**config.mk**
```make
export PLATFORM = sky130hd
export DESIGN_NAME = i2c_master_bit_sequencer_flat
export DESIGN_NICKNAME = d
export VERILOG_FILES = /design/src/ims_pkg.sv /design/src/ims_cmd_if.sv /design/src/ims_res_if.sv /design/src/ims_front.sv /design/src/ims_queue.sv /design/src/ims_back.sv /design/src/i2c_master_bit_sequencer.sv /design/src/flat_wrapper.sv
export SDC_FILE = /design/constraint.sdc
export NUM_CORES = 1
export LEC_CHECK = 0
export ABC_AREA = 1
export BUFFER_PORTS_ARGS = -buffer_cell sky130_fd_sc_hd__buf_2
export CELL_PAD_IN_SITES_DETAIL_PLACEMENT = 0
export CELL_PAD_IN_SITES_GLOBAL_PLACEMENT = 2
export CORE_MARGIN = 3
export CORE_UTILIZATION = 35
export DETAILED_ROUTE_END_ITERATION = 12
export PLACE_DENSITY_LB_ADDON = 0.3
export SLEW_MARGIN = 0
export SYNTH_ARGS = -nofsm -noshare
export SYNTH_HDL_FRONTEND = slang
export SYNTH_SLANG_ARGS = --single-unit
```
**constraint.sdc**
```tcl
create_clock -name clk -period 4 [get_ports clk]
set_input_delay 0.4 -clock clk [delete_from_list [all_inputs] [get_ports clk]]
set_output_delay 0.4 -clock clk [all_outputs]
set_load 0.01 [all_outputs]
```
**src/ims_pkg.sv**
```systemverilog
// shared types, command codes and phase tables of the i2c master bit sequencer
package ims_pkg;

	localparam int BYTE_BITS = 8;
	localparam int OP_W      = 3;
	localparam int PHASE_W   = 5;
	localparam int WAIT_W    = 8;
	localparam int QUEUE_DEPTH = 4;
	localparam int QPTR_W      = $clog2(QUEUE_DEPTH);
	localparam int QCNT_W      = $clog2(QUEUE_DEPTH + 1);

	// command codes
	localparam logic [OP_W-1:0] OP_NONE     = 3'd0;
	localparam logic [OP_W-1:0] OP_START    = 3'd1;
	localparam logic [OP_W-1:0] OP_STOP     = 3'd2;
	localparam logic [OP_W-1:0] OP_WRITE    = 3'd3;
	localparam logic [OP_W-1:0] OP_READ     = 3'd4;
	localparam logic [OP_W-1:0] OP_READ_ACK = 3'd5;

	// register indexes
	localparam logic REG_LONG_WAIT  = 1'b0;
	localparam logic REG_SHORT_WAIT = 1'b1;

	localparam logic [WAIT_W-1:0] LONG_WAIT_RST  = 8'd2;
	localparam logic [WAIT_W-1:0] SHORT_WAIT_RST = 8'd1;

	// phase numbers past the data bits
	localparam logic [PHASE_W-1:0] PH_AFTER_BITS = PHASE_W'(2 * BYTE_BITS);
	localparam logic [PHASE_W-1:0] PH_ACK_SLOT   = PHASE_W'(2 * BYTE_BITS + 1);

	// one classified tick
	typedef struct packed {
		logic [OP_W-1:0]      cmd;
		logic [BYTE_BITS-1:0] tx_byte;
		logic                 ack_level;
		logic                 sda_in;
	} item_t;

	// number of phases for each command
	function automatic logic [PHASE_W-1:0] phase_total(input logic [OP_W-1:0] cmd);
		logic [PHASE_W-1:0] n;
		unique case (cmd)
			OP_START:    n = PHASE_W'(4);
			OP_STOP:     n = PHASE_W'(4);
			OP_WRITE:    n = PHASE_W'(2 * BYTE_BITS + 3);
			OP_READ:     n = PHASE_W'(2 * BYTE_BITS);
			OP_READ_ACK: n = PHASE_W'(2 * BYTE_BITS + 2);
			default:     n = '0;
		endcase
		return n;
	endfunction

	// a wait register of zero counts as one tick
	function automatic logic [WAIT_W-1:0] ticks_minus_one(input logic [WAIT_W-1:0] r);
		return (r == '0) ? '0 : r - WAIT_W'(1);
	endfunction

endpackage

```
**src/ims_cmd_if.sv**
```systemverilog
// command channel: one tick with its command and sampled sda level
interface ims_cmd_if;
	logic                          valid;
	logic                          ready;
	logic [ims_pkg::OP_W-1:0]      operation;
	logic [ims_pkg::BYTE_BITS-1:0] tx_byte;
	logic                          ack_level;
	logic                          sda_in;

	modport source (output valid, operation, tx_byte, ack_level, sda_in, input ready);
	modport sink (input valid, operation, tx_byte, ack_level, sda_in, output ready);
endinterface

```
**src/ims_res_if.sv**
```systemverilog
// result channel: line drives and status of one tick
interface ims_res_if;
	logic                          valid;
	logic                          ready;
	logic                          scl_pull_low;
	logic                          sda_pull_low;
	logic                          busy_res;
	logic                          done_res;
	logic [ims_pkg::BYTE_BITS-1:0] rx_byte;
	logic                          ack_seen;

	modport source (output valid, scl_pull_low, sda_pull_low, busy_res, done_res, rx_byte,
		ack_seen, input ready);
	modport sink (input valid, scl_pull_low, sda_pull_low, busy_res, done_res, rx_byte,
		ack_seen, output ready);
endinterface

```
**src/ims_front.sv**
```systemverilog
// front stage: accepts ticks and classifies the command code
module ims_front (
	input  logic             clk,
	input  logic             arst_n,
	ims_cmd_if.sink          cmd,
	output logic             item_valid,
	output ims_pkg::item_t   item,
	input  logic             item_ready
);

	logic           valid_s1;
	ims_pkg::item_t item_s1;
	ims_pkg::item_t classified;
	logic           take;

	// unknown codes become no command
	always_comb begin
		classified.tx_byte   = cmd.tx_byte;
		classified.ack_level = cmd.ack_level;
		classified.sda_in    = cmd.sda_in;
		unique case (cmd.operation)
			ims_pkg::OP_START, ims_pkg::OP_STOP, ims_pkg::OP_WRITE,
			ims_pkg::OP_READ, ims_pkg::OP_READ_ACK: classified.cmd = cmd.operation;
			default: classified.cmd = ims_pkg::OP_NONE;
		endcase
	end

	assign cmd.ready = !valid_s1 || item_ready;
	assign take      = cmd.valid && cmd.ready;

	// stage register
	always_ff @(posedge clk or negedge arst_n) begin
		if (!arst_n) begin
			valid_s1 <= 1'b0;
		end else if (cmd.ready) begin
			valid_s1 <= cmd.valid;
		end
	end

	always_ff @(posedge clk) begin
		if (take) begin
			item_s1 <= classified;
		end
	end

	assign item_valid = valid_s1;
	assign item       = item_s1;

endmodule

```
**src/ims_queue.sv**
```systemverilog
// short queue between front and back
module ims_queue (
	input  logic           clk,
	input  logic           arst_n,
	input  logic           push_valid,
	output logic           push_ready,
	input  ims_pkg::item_t push_item,
	output logic           pop_valid,
	input  logic           pop_ready,
	output ims_pkg::item_t pop_item
);

	ims_pkg::item_t                entry_q [ims_pkg::QUEUE_DEPTH];
	logic [ims_pkg::QPTR_W-1:0]    wr_ptr_q;
	logic [ims_pkg::QPTR_W-1:0]    rd_ptr_q;
	logic [ims_pkg::QCNT_W-1:0]    count_q;
	logic                          push;
	logic                          pop;

	assign push_ready = (count_q != ims_pkg::QCNT_W'(ims_pkg::QUEUE_DEPTH));
	assign pop_valid  = (count_q != '0);
	assign push       = push_valid && push_ready;
	assign pop        = pop_valid && pop_ready;
	assign pop_item   = entry_q[rd_ptr_q];

	// pointers and fill count
	always_ff @(posedge clk or negedge arst_n) begin
		if (!arst_n) begin
			wr_ptr_q <= '0;
			rd_ptr_q <= '0;
			count_q  <= '0;
		end else begin
			if (push) begin
				wr_ptr_q <= wr_ptr_q + ims_pkg::QPTR_W'(1);
			end
			if (pop) begin
				rd_ptr_q <= rd_ptr_q + ims_pkg::QPTR_W'(1);
			end
			if (push && !pop) begin
				count_q <= count_q + ims_pkg::QCNT_W'(1);
			end else if (pop && !push) begin
				count_q <= count_q - ims_pkg::QCNT_W'(1);
			end
		end
	end

	// storage
	always_ff @(posedge clk) begin
		if (push) begin
			entry_q[wr_ptr_q] <= push_item;
		end
	end

endmodule

```
**src/ims_back.sv**
```systemverilog
// back stage: steps the bus phase sequencer once per tick and registers the result
module ims_back (
	input  logic                           clk,
	input  logic                           arst_n,
	input  logic                           item_valid,
	output logic                           item_ready,
	input  ims_pkg::item_t                 item,
	input  logic [ims_pkg::WAIT_W-1:0]     long_wait,
	input  logic [ims_pkg::WAIT_W-1:0]     short_wait,
	ims_res_if.source                      res
);

	// sequencer state
	logic [ims_pkg::OP_W-1:0]      cmd_q;
	logic [ims_pkg::PHASE_W-1:0]   phase_q;
	logic [ims_pkg::WAIT_W-1:0]    wait_q;
	logic [ims_pkg::BYTE_BITS-1:0] shift_q;
	logic                          ack_q;
	logic                          scl_q;
	logic                          sda_q;
	logic                          rack_q;
	logic [ims_pkg::BYTE_BITS-1:0] rx_q;

	// next state
	logic [ims_pkg::OP_W-1:0]      n_cmd;
	logic [ims_pkg::PHASE_W-1:0]   n_phase;
	logic [ims_pkg::WAIT_W-1:0]    n_wait;
	logic [ims_pkg::BYTE_BITS-1:0] n_shift;
	logic                          n_ack;
	logic                          n_scl;
	logic                          n_sda;
	logic                          n_rack;
	logic [ims_pkg::BYTE_BITS-1:0] n_rx;
	logic                          n_done;
	logic                          enter;
	logic [ims_pkg::PHASE_W-1:0]   ep;
	logic [ims_pkg::PHASE_W-1:0]   phase_inc;

	// output register
	logic                          out_valid_q;
	logic                          done_q;
	logic                          step;

	assign item_ready = !out_valid_q || res.ready;
	assign step       = item_valid && item_ready;
	assign phase_inc  = phase_q + ims_pkg::PHASE_W'(1);

	// one tick of the sequencer
	always_comb begin
		n_cmd   = cmd_q;
		n_phase = phase_q;
		n_wait  = wait_q;
		n_shift = shift_q;
		n_ack   = ack_q;
		n_scl   = scl_q;
		n_sda   = sda_q;
		n_rack  = rack_q;
		n_rx    = rx_q;
		n_done  = 1'b0;
		enter   = 1'b0;
		ep      = '0;

		if (cmd_q == ims_pkg::OP_NONE) begin
			if (item.cmd != ims_pkg::OP_NONE) begin
				n_cmd   = item.cmd;
				n_shift = item.tx_byte;
				n_ack   = item.ack_level;
				n_phase = '0;
				enter   = 1'b1;
				ep      = '0;
			end
		end else if (wait_q != '0) begin
			n_wait = wait_q - ims_pkg::WAIT_W'(1);
		end else if (phase_inc < ims_pkg::phase_total(cmd_q)) begin
			n_phase = phase_inc;
			enter   = 1'b1;
			ep      = phase_inc;
		end else begin
			// command complete
			if (cmd_q == ims_pkg::OP_READ || cmd_q == ims_pkg::OP_READ_ACK) begin
				n_scl = 1'b1;
				n_rx  = shift_q;
				if (cmd_q == ims_pkg::OP_READ_ACK) begin
					n_sda = 1'b0;
				end
			end
			n_cmd   = ims_pkg::OP_NONE;
			n_phase = '0;
			n_wait  = '0;
			n_done  = 1'b1;
		end

		// drives set on the first tick of a phase
		if (enter) begin
			n_wait = ims_pkg::ticks_minus_one(long_wait);
			if (n_cmd == ims_pkg::OP_START) begin
				if (ep == ims_pkg::PHASE_W'(0)) begin
					n_scl = 1'b0;
				end else if (ep == ims_pkg::PHASE_W'(1)) begin
					n_sda = 1'b0;
				end else if (ep == ims_pkg::PHASE_W'(2)) begin
					n_sda = 1'b1;
				end else begin
					n_scl = 1'b1;
				end
			end else if (n_cmd == ims_pkg::OP_STOP) begin
				n_wait = ims_pkg::ticks_minus_one(short_wait);
				if (ep == ims_pkg::PHASE_W'(0)) begin
					n_sda = 1'b1;
				end else if (ep == ims_pkg::PHASE_W'(1)) begin
					n_scl = 1'b1;
				end else if (ep == ims_pkg::PHASE_W'(2)) begin
					n_scl = 1'b0;
				end else begin
					n_sda = 1'b0;
				end
			end else if (ep < ims_pkg::PH_AFTER_BITS) begin
				// data bit phases
				if (!ep[0]) begin
					n_scl = 1'b1;
					if (n_cmd == ims_pkg::OP_WRITE) begin
						n_sda = !n_shift[~ep[3:1]];
					end else begin
						n_sda = 1'b0;
					end
				end else begin
					n_scl = 1'b0;
					if (n_cmd != ims_pkg::OP_WRITE) begin
						n_shift = {n_shift[ims_pkg::BYTE_BITS-2:0], item.sda_in};
					end
				end
			end else if (n_cmd == ims_pkg::OP_WRITE) begin
				// ack slot after a write
				if (ep == ims_pkg::PH_AFTER_BITS) begin
					n_scl = 1'b1;
					n_sda = 1'b0;
				end else if (ep == ims_pkg::PH_ACK_SLOT) begin
					n_scl  = 1'b0;
					n_rack = item.sda_in;
				end else begin
					n_scl = 1'b1;
				end
			end else begin
				// ack bit sent after a read
				if (ep == ims_pkg::PH_AFTER_BITS) begin
					n_scl = 1'b1;
					n_sda = !n_ack;
				end else begin
					n_scl = 1'b0;
				end
			end
		end
	end

	// state and result registers
	always_ff @(posedge clk or negedge arst_n) begin
		if (!arst_n) begin
			cmd_q       <= ims_pkg::OP_NONE;
			phase_q     <= '0;
			wait_q      <= '0;
			shift_q     <= '0;
			ack_q       <= 1'b0;
			scl_q       <= 1'b0;
			sda_q       <= 1'b0;
			rack_q      <= 1'b0;
			rx_q        <= '0;
			done_q      <= 1'b0;
			out_valid_q <= 1'b0;
		end else begin
			if (step) begin
				cmd_q   <= n_cmd;
				phase_q <= n_phase;
				wait_q  <= n_wait;
				shift_q <= n_shift;
				ack_q   <= n_ack;
				scl_q   <= n_scl;
				sda_q   <= n_sda;
				rack_q  <= n_rack;
				rx_q    <= n_rx;
				done_q  <= n_done;
			end
			if (item_ready) begin
				out_valid_q <= item_valid;
			end
		end
	end

	// result beat
	assign res.valid        = out_valid_q;
	assign res.scl_pull_low = scl_q;
	assign res.sda_pull_low = sda_q;
	assign res.busy_res     = (cmd_q != ims_pkg::OP_NONE);
	assign res.done_res     = done_q;
	assign res.rx_byte      = rx_q;
	assign res.ack_seen     = rack_q;

endmodule

```
**src/i2c_master_bit_sequencer.sv**
```systemverilog
// top level of the i2c master bit sequencer: config registers, front, queue and back
//
//   channel | dir | beat
//   cmd     | in  | one bus tick: operation, tx_byte, ack_level, sda_in
//   res     | out | one result per tick: scl/sda drives, busy, done, rx_byte, ack_seen
//   apb     | in  | long_wait at 0x0, short_wait at 0x4
//
// one tick per clock cycle sustained while res takes each result; a tick's result is
// registered in the front register, a queue entry and the result register in turn
// the phase sequencer in the back steps once per tick and so sets the rate
// reset clears the sequencer to idle with both lines released and the queue empty
// a stall on res backs up into the four-entry queue before cmd.ready drops
module i2c_master_bit_sequencer (
	input  logic        clk,
	input  logic        arst_n,
	ims_cmd_if.sink     cmd,
	ims_res_if.source   res,
	input  logic        psel,
	input  logic        penable,
	input  logic        pwrite,
	input  logic [2:0]  paddr,
	input  logic [31:0] pwdata,
	output logic [31:0] prdata,
	output logic        pready
);

	logic [ims_pkg::WAIT_W-1:0] long_wait_q;
	logic [ims_pkg::WAIT_W-1:0] short_wait_q;
	logic                       cfg_write;
	logic                       reg_sel;

	logic           f_valid;
	logic           f_ready;
	ims_pkg::item_t f_item;
	logic           b_valid;
	logic           b_ready;
	ims_pkg::item_t b_item;

	// configuration registers
	assign pready    = 1'b1;
	assign cfg_write = psel && penable && pwrite && pready;
	assign reg_sel   = paddr[2];

	always_ff @(posedge clk or negedge arst_n) begin
		if (!arst_n) begin
			long_wait_q  <= ims_pkg::LONG_WAIT_RST;
			short_wait_q <= ims_pkg::SHORT_WAIT_RST;
		end else if (cfg_write) begin
			if (reg_sel == ims_pkg::REG_LONG_WAIT) begin
				long_wait_q <= pwdata[ims_pkg::WAIT_W-1:0];
			end else begin
				short_wait_q <= pwdata[ims_pkg::WAIT_W-1:0];
			end
		end
	end

	// register read
	always_comb begin
		if (reg_sel == ims_pkg::REG_LONG_WAIT) begin
			prdata = {{(32 - ims_pkg::WAIT_W){1'b0}}, long_wait_q};
		end else begin
			prdata = {{(32 - ims_pkg::WAIT_W){1'b0}}, short_wait_q};
		end
	end

	ims_front u_front (
		.clk        (clk),
		.arst_n     (arst_n),
		.cmd        (cmd),
		.item_valid (f_valid),
		.item       (f_item),
		.item_ready (f_ready)
	);

	ims_queue u_queue (
		.clk        (clk),
		.arst_n     (arst_n),
		.push_valid (f_valid),
		.push_ready (f_ready),
		.push_item  (f_item),
		.pop_valid  (b_valid),
		.pop_ready  (b_ready),
		.pop_item   (b_item)
	);

	ims_back u_back (
		.clk        (clk),
		.arst_n     (arst_n),
		.item_valid (b_valid),
		.item_ready (b_ready),
		.item       (b_item),
		.long_wait  (long_wait_q),
		.short_wait (short_wait_q),
		.res        (res)
	);

endmodule
```
**src/flat_wrapper.sv**
```systemverilog
// flat-port wrapper written by rule: the top's interface ports become plain ports
module i2c_master_bit_sequencer_flat 
  (clk, arst_n, psel, penable, pwrite, paddr, pwdata, prdata, pready, cmd_valid, cmd_operation, cmd_tx_byte, cmd_ack_level, cmd_sda_in, cmd_ready, res_valid, res_scl_pull_low, res_sda_pull_low, res_busy_res, res_done_res, res_rx_byte, res_ack_seen, res_ready);
  ims_cmd_if cmd_i ();
  ims_res_if res_i ();
  input  logic clk;
  input  logic arst_n;
  input  logic psel;
  input  logic penable;
  input  logic pwrite;
  input  logic [2:0] paddr;
  input  logic [31:0] pwdata;
  output logic [31:0] prdata;
  output logic pready;
  input wire logic [$bits(cmd_i.valid)-1:0] cmd_valid;
  input wire logic [$bits(cmd_i.operation)-1:0] cmd_operation;
  input wire logic [$bits(cmd_i.tx_byte)-1:0] cmd_tx_byte;
  input wire logic [$bits(cmd_i.ack_level)-1:0] cmd_ack_level;
  input wire logic [$bits(cmd_i.sda_in)-1:0] cmd_sda_in;
  output wire logic [$bits(cmd_i.ready)-1:0] cmd_ready;
  output wire logic [$bits(res_i.valid)-1:0] res_valid;
  output wire logic [$bits(res_i.scl_pull_low)-1:0] res_scl_pull_low;
  output wire logic [$bits(res_i.sda_pull_low)-1:0] res_sda_pull_low;
  output wire logic [$bits(res_i.busy_res)-1:0] res_busy_res;
  output wire logic [$bits(res_i.done_res)-1:0] res_done_res;
  output wire logic [$bits(res_i.rx_byte)-1:0] res_rx_byte;
  output wire logic [$bits(res_i.ack_seen)-1:0] res_ack_seen;
  input wire logic [$bits(res_i.ready)-1:0] res_ready;
  assign cmd_i.valid = cmd_valid;
  assign cmd_i.operation = cmd_operation;
  assign cmd_i.tx_byte = cmd_tx_byte;
  assign cmd_i.ack_level = cmd_ack_level;
  assign cmd_i.sda_in = cmd_sda_in;
  assign cmd_ready = cmd_i.ready;
  assign res_valid = res_i.valid;
  assign res_scl_pull_low = res_i.scl_pull_low;
  assign res_sda_pull_low = res_i.sda_pull_low;
  assign res_busy_res = res_i.busy_res;
  assign res_done_res = res_i.done_res;
  assign res_rx_byte = res_i.rx_byte;
  assign res_ack_seen = res_i.ack_seen;
  assign res_i.ready = res_ready;
  i2c_master_bit_sequencer u_core (.clk(clk), .arst_n(arst_n), .cmd(cmd_i), .res(res_i), .psel(psel), .penable(penable), .pwrite(pwrite), .paddr(paddr), .pwdata(pwdata), .prdata(prdata), .pready(pready));
endmodule
```
==> key figures, run 1 <==
Global route
  • Tot GR Track Use: 14.9%
  • Overflow after GRT: 0
  • Largest net degree at the start of global routing: 39
  • First-pass GRT wire length: 25400 um
  • Vias in the first global route: 4930
  • Initial antenna violation count: 0

Die
  • Top Ports: 103
  • Die area: 21000 um^2
  • Starting Density: 35.9%
  • Core Area: 18800 um^2
  • # rows: 50
  • Die height: 145 um
  • Die width: 145 um

Routing
  • Vias: 5071
  • DRC violations left: 0
  • Routed WL: 15200 um
  • Detail Route Antenna Nets: 0
  • Initial DRC count: 310
  • Drt first pass iters: 4
  • Vias/cell: 4.68
  • Routed WL per cell: 14.0 um

STA
  • Slew @ Worst Pin: 0.974 ns
  • Setup violations, final: 0
  • Pins Over Slew Limit: 0
  • Max Freq: 0.294 GHz
  • Final Skew: 0.00911 ns
  • Final hold violation count: 0
  • Fin crit period: 3.40 ns
  • Period utilization: 85.1%
  • Worst slew margin: 34.8%
  • Setup_tns: 0 ns
  • RSZ-0062 raised after global routing: false

Setup path
  • Critical path data arrival time: 3.76 ns
  • R2R cell count: 24
  • Bufs and invs on worst path: 2
  • Startpoint types: flip-flop
  • Worst setup path end: u_core.u_back.res.sda_pull_low
  • CP peak stage delay: 0.48 ns
  • Worst R2R Setup Slack: 0.60 ns
  • Stages on worst setup path: 24
  • Delay-heaviest family, CP: simple AND/OR/NAND/NOR gates
  • CP cell instances: ha_1, nand3_1, xor2_1, inv_1, ha_1, inv_1, nor2_1, nand2_1, nor2_4, nor2_8, nand2_8, nand2_8, nand2_1, nand2_1, nand3_2, nor2_1, nand3_1, nand2_1, nand2_1, nand2_1, nand2_1, nand2_1, nand2_1, nand2_1
  • FF-to-FF End: u_core.u_back.res.sda_pull_low
  • Worst Path Required: 4.36 ns
  • Critical path fanouts, max: 12
  • Crit end category: flip-flop
  • Slowest CP cell: dfrtp_1
  • Critical path type: flip-flop to flip-flop
  • R2r startpoint: u_core.u_back.phase_q[0]
  • Most numerous cell on the critical path: nand2_1
  • Crit path from: u_core.u_back.phase_q[0]

Pwr
  • Leakage: 3.50 nW
  • PwrDens: 784 nW/um^2
  • Maximum VDD drop: 0.000363 V

CTS
  • Clock insertion delay at the later pin of the skew report: 0.42 ns
  • # resized after CTS: 0
  • CTS tree: built
  • Clock slew at reported path FFs: 0.07 ns
  • Longest Clk Path Bufs: 2
  • Clock sinks: 127
  • H-tree depth: 4
  • Hold buffer count at CTS: 0
  • Setup repair bufs after CTS: 0
  • Root Driver: clkbuf_16
  • CTS Buf Count: 17

Yosys
  • XOR/XNOR Fraction of Synth Area: 2.33%
  • Post-synthesis mux area share: 0.167%
  • YS warnings: 0
  • Post-Synth Simple-Gate Area: 24.2%
  • Syn Std Cell Area: 6760 um^2
  • Register area share after synthesis: 51.9%
  • Compound-Gate Fraction of Synth Area: 9.84%
  • Synthesized instance count: 753
  • Post-Synth Adder-Cell Area: 2.52%
  • Syn avg cell area: 8.97 um^2
  • Library cells used by synthesis: 47
  • Seq cells post-synth: 127
  • Largest family of logic cells by synthesized area: simple AND/OR/NAND/NOR gates

Run status
  • Outcome: finished, final reports clean

Finish
  • Nets: 879
  • Antenna diodes: 0
  • Area Overhead vs Synth: 15.7%
  • Number of fillers in the final layout: 1872
  • Post-layout util: 41.5%
  • Share of cells above drive strength 1: 16.9%

Place
  • Count of input and output buffers: 51
  • Detail Placement HPWL: 11000 um
  • RePlAce Congestion: 0.840

Hold path
  • HP Class: input pin to async pin

Flow run
  • Max Cap Violations: 0
cell usage in the layout (no fill, tap or decap), types with 9 or more instances in the layout:
cell,instances
nand2_1,173
edfxtp_1,65
o21ai_1,14
xor2_1,14
a21oi_1,13
nand4_1,17
nor2_1,68
dfrtp_1,60
o21ai_0,68
conb_1,25
buf_2,51
nand3_1,46
inv_1,72
inv_2,9
ha_1,12
clkbuf_16,17
buf_4,10
how the worst min path moves through the flow:
stage / from / to / slack [ns] / cells after the start
floorplan: arst_n / u_core.long_wait_q[0] / 0.10 / 0
global placement: u_core.u_back.res.rx_byte[5] / u_core.u_back.res.rx_byte[5] / 0.46 / 2
detailed placement: u_core.u_back.res.rx_byte[4] / u_core.u_back.res.rx_byte[4] / 0.47 / 2
CTS: cmd_tx_byte[5] / u_core.u_front.item[7] / 0.13 / 1
global route: cmd_tx_byte[6] / u_core.u_front.item[8] / 0.14 / 1
finish: arst_n / u_core.u_back.wait_q[4] / 0.12 / 1
through the flow:
| stage | setup WS (ns) | cells | hold WS, ns | area [um^2] | total power [W] |
|---|---|---|---|---|---|
| finish | 0.598 | 1084 | 0.122 | 7820 | 0.00613 |
| global route | 0.273 | 1084 | 0.137 | 7820 | 0.00664 |
| CTS | 0.585 | 1084 | 0.134 | 7820 | 0.00621 |
| detailed placement | 0.616 | 1052 | 0.469 | 7200 | 0.00461 |
| global placement | 0.656 | 1052 | 0.462 | 7200 | 0.00457 |
| floorplan | 1.13 | 776 | 0.104 | 6840 | 0.00397 |
power by group:
part | leakage [nW] | internal (W) | switching (W)
Combinational | 1.82 | 0.000829 | 0.00174
Clock | 0.298 | 0.000902 | 0.000673
Sequential | 1.37 | 0.00176 | 0.000231
Total | 3.50 | 0.00349 | 0.00264
cells by family (layout without fill, tap and decap cells):
kind of cell	after synthesis	after routing
xor+xnor	18	18
mux	1	1
flops	127	127
compound gates	120	120
other cells	2	25
fa+ha+maj	13	13
simple gates	345	345
buf+inv	127	175
worst register-to-register path, cell delays in order, from the launching register on:
cell and delay (ns):
dfrtp_1 0.48, ha_1 0.27, nand3_1 0.11, xor2_1 0.30, inv_1 0.08, ha_1 0.33, inv_1 0.06, nor2_1 0.04
nand2_1 0.10, nor2_4 0.06, nor2_8 0.14, nand2_8 0.09, nand2_8 0.08, nand2_1 0.07, nand2_1 0.16, nand3_2 0.32
nor2_1 0.19, nand3_1 0.10, nand2_1 0.06, nand2_1 0.05, nand2_1 0.05, nand2_1 0.05, nand2_1 0.06, nand2_1 0.05
nand2_1 0.05
flip-flops by register name, indices dropped and copies added, names as in the netlist, 2 cells and up:
register                   count
u_core.u_queue.count_q         3
u_core.u_back.phase_q          5
u_core.u_back.shift_q          8
u_core.u_front.item           13
u_core.short_wait_q            8
u_core.u_back.wait_q           8
u_core.u_queue.rd_ptr_q        2
u_core.u_back.cmd_q            3
u_core.u_queue.entry_q        52
u_core.u_queue.wr_ptr_q        2
u_core.long_wait_q             8
u_core.u_back.res.rx_byte      8
routing by layer:
metal	wire, um	part of all wire [%]	vias up	global-route usage, %
li1	-	-	2579	-
met1	7610	50	2385	20.8
met2	6860	45	89	23.3
met3	467	3.1	18	2.81
met4	242	1.6	0	4.89
met5	0	0	-	0
cell type report:
class | instances | area, um^2 | share of cell area (%)
Clock inverter | 15 | 189 | 2.42
Inverter | 82 | 308 | 3.94
Multi-Input combinational cell | 522 | 2740 | 35.0
Sequential cell | 127 | 3510 | 44.8
Tap cell | 260 | 325 | 4.16
Clock buffer | 17 | 425 | 5.44
Timing Repair Buffer | 61 | 330 | 4.22
cell usage after synthesis (all sizes together):
| library cell | instances | area (um^2) |
|---|---|---|
| inv | 81 | 304 |
| o22ai | 8 | 50.1 |
| dfstp | 2 | 52.6 |
| a21boi | 1 | 7.51 |
| clkbuf | 12 | 45.0 |
| and3 | 1 | 6.26 |
| nand3b | 3 | 22.5 |
| o221ai | 2 | 17.5 |
| buf | 33 | 248 |
| nor2 | 77 | 345 |
| xnor2 | 4 | 35.0 |
| clkinv | 1 | 3.75 |
| xor2 | 14 | 123 |
| a31oi | 7 | 43.8 |
| nor3 | 10 | 71.3 |
| nand4 | 17 | 106 |
| mux2 | 1 | 11.3 |
| nand2 | 182 | 738 |
| dfrtp | 60 | 1500 |
| nand3 | 53 | 323 |
| ha | 12 | 150 |
| nor4 | 1 | 6.26 |
| a21oi | 15 | 90.1 |
| edfxtp | 65 | 1950 |
| o21ai | 84 | 428 |
| o211ai | 3 | 27.5 |
| conb | 2 | 7.51 |
| nor3b | 1 | 18.8 |
| fa | 1 | 20.0 |
No activity file was read; power rests on OpenSTA's default activity.
==> run 2, diff against run 1 <==
- clock period: 4 -> 3.9 ns (I/O delays scaled with it)
==> key figures, run 2 (synthesized netlist as in run 1, its figures left out) <==
Run status
  • Outcome: finished, final reports clean

Global route
  • First-pass GRT wire length: 25900 um
  • Vias in the first global route: 5076
  • Tot GR Track Use: 15.3%
  • Largest net degree at the start of global routing: 41
  • Initial antenna violation count: 0
  • Overflow after GRT: 0

Finish
  • Commonest cells after routing, fill and taps aside: 173 x nand2_1, 72 x inv_1, 68 x nor2_1, 68 x o21ai_0, 65 x edfxtp_1
  • Area Overhead vs Synth: 15.2%
  • Commonest non-fill, non-tap cell in the layout: nand2_1
  • Antenna diodes: 0
  • Max reg flops: 52
  • Register with the highest flop count: u_core.u_queue.entry_q
  • Share of cells above drive strength 1: 16.7%
  • Post-layout util: 41.3%
  • Nets: 880

Routing
  • Routed WL: 15300 um
  • Detail Route Antenna Nets: 0
  • Vias/cell: 4.62
  • Vias: 5011
  • Routed WL per cell: 14.1 um
  • DRC violations left: 0
  • Initial DRC count: 392
  • Drt first pass iters: 5

CTS
  • # resized after CTS: 0
  • Setup repair bufs after CTS: 0
  • CTS Buf Count: 17
  • Longest Clk Path Bufs: 2
  • Clock slew at reported path FFs: 0.06 ns
  • Clock sinks: 127
  • Clock insertion delay at the later pin of the skew report: 0.42 ns
  • H-tree depth: 4
  • Root Driver: clkbuf_16
  • CTS tree: built

Setup path
  • Most numerous cell on the critical path: nand2_1
  • FF-to-FF End: u_core.u_back.res.sda_pull_low
  • CP cell instances: ha_1, nand3_1, xor2_1, inv_1, ha_1, inv_1, nor2_1, nand2_1, nor2_4, nor2_8, nand2_8, nand2_8, a21oi_4, nand3_2, nor2_1, nand3_1, nand2_1, nand2_1, nand2_1, nand2_1, nand2_1, nand2_1, nand2_1
  • Slowest CP cell: dfrtp_1
  • Crit end category: flip-flop
  • CP peak stage delay: 0.49 ns
  • Critical path data arrival time: 3.76 ns
  • Stages on worst setup path: 23
  • Delay-heaviest family, CP: simple AND/OR/NAND/NOR gates
  • Worst Path Required: 4.25 ns
  • Startpoint types: flip-flop
  • R2R cell count: 23
  • Bufs and invs on worst path: 2
  • Worst setup path end: u_core.u_back.res.sda_pull_low
  • Worst R2R Setup Slack: 0.49 ns
  • Critical path type: flip-flop to flip-flop
  • R2r startpoint: u_core.u_back.phase_q[0]
  • Crit path from: u_core.u_back.phase_q[0]
  • Critical path fanouts, max: 12

STA
  • RSZ-0062 raised after global routing: false
  • Setup violations, final: 0
  • Period utilization: 87.3%
  • Final Skew: 0.00625 ns
  • Pins Over Slew Limit: 0
  • Worst slew margin: 30.4%
  • Final hold violation count: 0
  • Max Freq: 0.294 GHz
  • Fin crit period: 3.41 ns
  • Slew @ Worst Pin: 1.04 ns
  • Setup_tns: 0 ns

Pwr
  • PwrDens: 797 nW/um^2
  • Maximum VDD drop: 0.000343 V
  • Leakage: 3.48 nW

Place
  • Detail Placement HPWL: 10900 um
  • RePlAce Congestion: 0.847
  • Count of input and output buffers: 51

Hold path
  • HP Class: input pin to flip-flop
  • Min-delay src: cmd_tx_byte[5]

Die
  • Die width: 145 um
  • Starting Density: 35.9%
  • Top Ports: 103
  • Die area: 21000 um^2
  • Core Area: 18800 um^2
  • # rows: 50
  • Die height: 145 um

Flow run
  • Max Cap Violations: 0
[run 2: cell types whose count changed in the layout (fill, tap and decap cells not counted), sizes merged]
| cell | previous run | this run |
|---|---|---|
| dlygate4sd3 | 0 | 1 |
| bufinv | 1 | 0 |
| clkinv | 5 | 4 |
| inv | 90 | 91 |
| clkinvlp | 1 | 2 |
[run 2: how the worst min path moves through the flow]
stage	endpoint	slack (ns)	cells past startpoint
2_1_floorplan	u_core.long_wait_q[0]	0.09	0
3_3_place_gp	u_core.u_back.phase_q[3]	0.42	1
3_5_place_dp	u_core.u_back.phase_q[3]	0.42	1
4_1_cts	u_core.u_front.item[7]	0.12	1
5_1_grt	u_core.u_front.item[4]	0.12	1
6_report	u_core.u_front.item[7]	0.14	1
[run 2: per-layer routing]
layer | vias to the layer above | global-route usage, % | share of wire, %
met2 | 108 | 24.6 | 46
met3 | 21 | 3.15 | 3.8
met4 | 0 | 6.13 | 1.8
met5 | - | 0 | 0
met1 | 2311 | 20.3 | 48
li1 | 2571 | - | -
[run 2: worst register-to-register path, delay by kind of cell (launching register included)]
| family | cells | cell delay (ns) |
|---|---|---|
| buf+inv | 2 | 0.14 |
| fa+ha+maj | 2 | 0.60 |
| xor+xnor | 1 | 0.29 |
| flops | 1 | 0.49 |
| compound gates | 1 | 0.20 |
| simple gates | 17 | 1.64 |
[run 2: final cells by class]
cell class / instances / area, um^2
Inverter: 82 / 308
Multi-Input combinational cell: 522 / 2740
Clock buffer: 17 / 425
Sequential cell: 127 / 3510
Timing Repair Buffer: 62 / 340
Clock inverter: 15 / 144
Tap cell: 260 / 325
Fill cell: 1832 / 11000
[run 2: through the flow]
| step | cells | cell area, um^2 | hold WS (ns) | total power, W | setup slack [ns] |
|---|---|---|---|---|---|
| floorplan | 776 | 6840 | 0.0944 | 0.00407 | 1.03 |
| global placement | 1052 | 7200 | 0.421 | 0.00467 | 0.526 |
| detailed placement | 1052 | 7200 | 0.422 | 0.00472 | 0.516 |
| CTS | 1085 | 7780 | 0.124 | 0.00628 | 0.490 |
| global route | 1085 | 7780 | 0.120 | 0.00675 | 0.139 |
| finish | 1085 | 7780 | 0.142 | 0.00620 | 0.494 |
[run 2: report_power, final]
part / switching (W) / internal [W] / total, W
combinational: 0.00178 / 0.000850 / 0.00263
clock: 0.000678 / 0.000847 / 0.00153
sequential: 0.000239 / 0.00181 / 0.00205
total: 0.00270 / 0.00351 / 0.00620
[run 2: what timing repair did]
action / in CTS / in global routing
hold buffers: 1 / 0
endpoints found under the hold margin: 22 / 0
setup endpoints to repair: 0 / 0
